### config.mk
export PLATFORM = sky130hd
export DESIGN_NAME = pltl_div
export DESIGN_NICKNAME = d
export VERILOG_FILES = /design/src/rtl/pltl_pkg.sv /design/src/rtl/pltl_div.sv
export SDC_FILE = /design/constraint.sdc
export NUM_CORES = 1
export LEC_CHECK = 0
export BUFFER_PORTS_ARGS = -buffer_cell sky130_fd_sc_hd__buf_2
export CELL_PAD_IN_SITES_DETAIL_PLACEMENT = 1
export CELL_PAD_IN_SITES_GLOBAL_PLACEMENT = 1
export CORE_ASPECT_RATIO = 0.8
export CORE_MARGIN = 10
export CORE_UTILIZATION = 56
export DETAILED_ROUTE_END_ITERATION = 8
export GPL_TIMING_DRIVEN = 0
export HOLD_SLACK_MARGIN = 0.06
export PLACE_DENSITY_LB_ADDON = 0.1
export REMOVE_ABC_BUFFERS = 1
export SLEW_MARGIN = 40
export SYNTH_ARGS = -nofsm -noshare
export SYNTH_HDL_FRONTEND = slang
export SYNTH_SLANG_ARGS = --single-unit
export TNS_END_PERCENT = 10
### constraint.sdc
create_clock -name clk_i -period 9.39 [get_ports clk_i]
set_clock_uncertainty 0.05 [all_clocks]
set_input_delay 1.878 -clock clk_i [delete_from_list [all_inputs] [get_ports clk_i]]
set_output_delay 1.878 -clock clk_i [all_outputs]
set_load 0.05 [all_outputs]
### src/rtl/pltl_pkg.sv
package pltl_pkg;

  // Width of every scalar and channel value (unsigned Q0.16).
  localparam int unsigned ValBits = 16;
  // Table depth and the widths that follow from it.
  localparam int unsigned MaxPoints = 16;
  localparam int unsigned IdxBits = 4;
  localparam int unsigned CntBits = 5;
  // Red, green, blue, alpha.
  localparam int unsigned NumChan = 4;
  localparam int unsigned AlphaChan = 3;

  typedef logic [ValBits-1:0] val_t;
  typedef logic [NumChan-1:0][ValBits-1:0] chan_t;

  // One stored control point.
  typedef struct packed {
    val_t  pos;
    chan_t chan;
  } point_t;

  // Configuration register indexes.
  typedef enum logic {
    RegPointsInUse = 1'b0,
    RegAssociate   = 1'b1
  } reg_idx_e;

  // Item kinds.
  localparam logic ReqWrite  = 1'b0;
  localparam logic ReqLookup = 1'b1;

endpackage

### src/rtl/pltl_div.sv
module pltl_div (
  input  logic                             clk_i,
  input  logic                             en_i,
  input  logic [2*pltl_pkg::ValBits:0]     dividend_i,
  input  logic [pltl_pkg::ValBits-1:0]     divisor_i,
  output logic [pltl_pkg::ValBits-1:0]     quot_o
);
  import pltl_pkg::*;

  // One quotient bit per stage, most significant first. The dividend is
  // known to be below divisor * 2^ValBits, so the quotient fits ValBits.
  logic [ValBits:0]   rem_q [ValBits];
  logic [ValBits-1:0] lo_q  [ValBits];
  logic [ValBits-1:0] dv_q  [ValBits];

  for (genvar g = 0; g < ValBits; g++) begin : g_stage
    logic [ValBits:0]   rin;
    logic [ValBits-1:0] lin;
    logic [ValBits-1:0] din;
    logic [ValBits+1:0] trial;
    logic [ValBits+1:0] diff;
    logic               take;

    if (g == 0) begin : g_first
      assign rin = dividend_i[2*ValBits:ValBits];
      assign lin = dividend_i[ValBits-1:0];
      assign din = divisor_i;
    end else begin : g_next
      assign rin = rem_q[g-1];
      assign lin = lo_q[g-1];
      assign din = dv_q[g-1];
    end

    // Restoring step: shift in the next dividend bit and try a subtract.
    assign trial = {rin, lin[ValBits-1]};
    assign diff  = trial - {2'b00, din};
    assign take  = (trial >= {2'b00, din});

    always_ff @(posedge clk_i) begin
      if (en_i) begin
        rem_q[g] <= take ? diff[ValBits:0] : trial[ValBits:0];
        lo_q[g]  <= {lin[ValBits-2:0], take};
        dv_q[g]  <= din;
      end
    end
  end

  assign quot_o = lo_q[ValBits-1];

endmodule

==> results by group <==
Run status
  • Status: finished clean

Yosys
  • Seq cells post-synth: roughly 750
  • Sequential area share after synthesis: 59.9%
  • Warning count from the yosys run: 0
  • Syn avg cell area: around 12 um^2
  • Number of synthesized flops with an enable pin: 751
  • Netlist cell types: 78
  • Post-synthesis cell count: just over 3000
  • Most numerous cell in the Yosys netlist: edfxtp_1
  • Ys async rst share: 0%
  • Synth area leader: edfxtp_1
  • Synth top area cells: edfxtp_1 60%, ha_1 8.5%, inv_1 3.5%
  • Top cells by instance count after synthesis: 751 x edfxtp_1, 347 x inv_1, 256 x ha_1
  • Synth top area share: 59.9%
  • Top FF cell, synth: edfxtp_1
  • Mapped Area: roughly 38000 um^2

Die
  • Core outline area: 66100 um^2
  • Die height: 252 um
  • Full die area: 78000 um^2
  • I/O Pins: 67
  • Starting density of the core: between 50% and 60%
  • Row cnt: 84
  • Die width: 310 um

CTS
  • CTS Sinks: 751
  • Hold buffers post-CTS: 0
  • Clk buf depth: 3
  • CTS tree: done
  • Post-CTS Setup Bufs: 0
  • Total CTS buffers: 77
  • CTS root buf: clkbuf_16
  • Worst-Skew Late Latency: roughly 650 ps
  • H-Tree Depth: 3
  • PostCTS Resize Cnt: 0
  • Clock slew at reported path FFs: 60 ps

Place
  • Final HPWL DP: 61.4 mm
  • IO buf count: 66
  • GPL Wtd Cong: 0.896
  • DP Worst Slack: 4140 ps

Worst setup path
  • Startpoint types: input pin
  • CP cell instances: buf_2 -> inv_1 -> ha_1 -> inv_1 -> fa_1 -> a21o_1 -> a21oi_1 -> nor2_1 -> o31ai_1 -> a311oi_1 -> a221o_1 -> a21oi_1 -> mux2_2
  • Crit path max-delay cell type: o31ai_1
  • Crit Path Category: input pin to flip-flop
  • Worst Path Buf+Inv: 3
  • Slowest stage delay, CP: between 400 and 500 ps
  • Critical path's top delay family: compound AO/OA/AOI/OAI gates
  • Critical path peak fanout: 3
  • R2R Path Start: lo_q[0][47]
  • CP startpoint: dividend_i[15]
  • CP endpoint kind: flip-flop
  • Arr. time, crit path: 4950 ps
  • Critical path required time: between 9000 and 10000 ps

Min path
  • Hold Startpoint: lo_q[0][7]
  • Hold crit path type: flip-flop to flip-flop

STA
  • Period utilization: 49.3%
  • FMAX: 0.216 GHz
  • Final Max Slew Viols: 0
  • Final Critical Period: approximately 4600 ps
  • Unrepaired setup endpoints after global routing: no
  • Final setup violation count: 0
  • Final Hold Fails: 0
  • Worst setup margin: roughly 4800 ps
  • Worst Tran Pin Value: about 860 ps
  • Slew margin rel.: 42.1%
  • Min Hold Slack: 356 ps

Route
  • # DRC: 0
  • DR vias/cell: 5.81
  • Vias: approximately 24000
  • WL final: 85.2 mm
  • ANT nets after route: 0
  • Wire length per cell: 20.8 um
  • First drt pass iteration count: 5
  • Initial DRC count: 1442

Flow run
  • Max capacitance violation total: 0

Power
  • P_leak: 16.5 nW
  • Power density cells: 322 nW/um^2
  • Peak supply drop: 201 uV

GRT
  • Largest net degree at the start of global routing: 120
  • Initial antenna violation count: 0
  • Global route total overflow: 0
  • Total GRT Usage: 21.8%
  • First-pass GRT wire length: 137 mm
  • Vias in the first global route: around 26000

Layout
  • Area Growth Syn to Fin: 11.1%
  • Share of cells above drive strength 1: 9.67%
  • ANT cells: 0
  • Nets@finish: between 3000 and 4000
-- cell type report --
type / count / area [um^2]
Clock buffer: 90 / 2000
Clock inverter: 48 / 480
Fill cell: 6534 / 24300
Inverter: 347 / 1300
Multi-Input combinational cell: 1914 / 13700
Sequential cell: 751 / 22600
Tap cell: 860 / 1080
Timing Repair Buffer: 87 / 711
-- routing by layer --
metal	routed length, um	vias to the layer above	GRT usage, %
met5	0	-	0
met1	36100	11800	26.9
met4	2670	0	7.12
li1	-	11400	-
met2	43400	436	38.8
met3	3040	172	3.55
-- where the power goes --
group / internal [mW] / total (mW) / switching, mW
registers: 4.77 / 5.21 / 0.439
clock network: 1.68 / 3.01 / 1.33
logic: 2.16 / 5.22 / 3.06
-- registers in the layout, indices dropped and copies added, names as in the netlist --
| signal | count |
|---|---|
| rem_q | 255 |
| lo_q | 256 |
| dv_q | 240 |
-- worst paths after layout --
kind | endpoint | slack (ps) | depth (start not counted)
hold / removal | lo_q[0][24] | 360 | 0
setup reg to reg | rem_q[0][59] | 5390 | 12
hold reg to reg | lo_q[0][24] | 360 | 0
setup / recovery | rem_q[0][16] | 4760 | 13
-- cells by family after synthesis --
kind of cell    Yosys count  synth area share [%]
compound gates          777                  12.8
xor+xnor                181                  4.21
fa+ha+maj               271                  9.31
buf+inv                 398                  4.07
flops                   751                  59.9
mux                      61                  1.87
simple gates            624                  7.82
-- layout by cell type, fill, tap and decap left out, drive strengths merged, types with 31 or more instances in the layout --
master | Yosys | routed
edfxtp | 751 | 751
mux2 | 52 | 52
inv | 347 | 348
nor3 | 41 | 41
o21ai | 252 | 252
xor2 | 70 | 70
a21oi | 219 | 219
xnor2 | 111 | 111
buf | 10 | 87
nor2 | 149 | 149
clkinv | 0 | 39
clkbuf | 41 | 90
nand2 | 250 | 250
ha | 256 | 256
nor2b | 31 | 31
o21bai | 49 | 49
nand4 | 36 | 36
a21o | 82 | 82
-- stage by stage --
step                util (%)  area [um^2]  TNS (ps)  cells  power [mW]
floorplan                  -        37400         0   3012        8.83
global placement        58.7        38800  -3409530   3938        9.99
detailed placement      59.5        39300         0   3959        10.4
CTS                     63.2        41800         0   4097        13.5
global route            63.2        41800         0   4097        14.3
finish                  63.2        41800         0   4097        13.4
No activity file was read; power rests on OpenSTA's default activity.
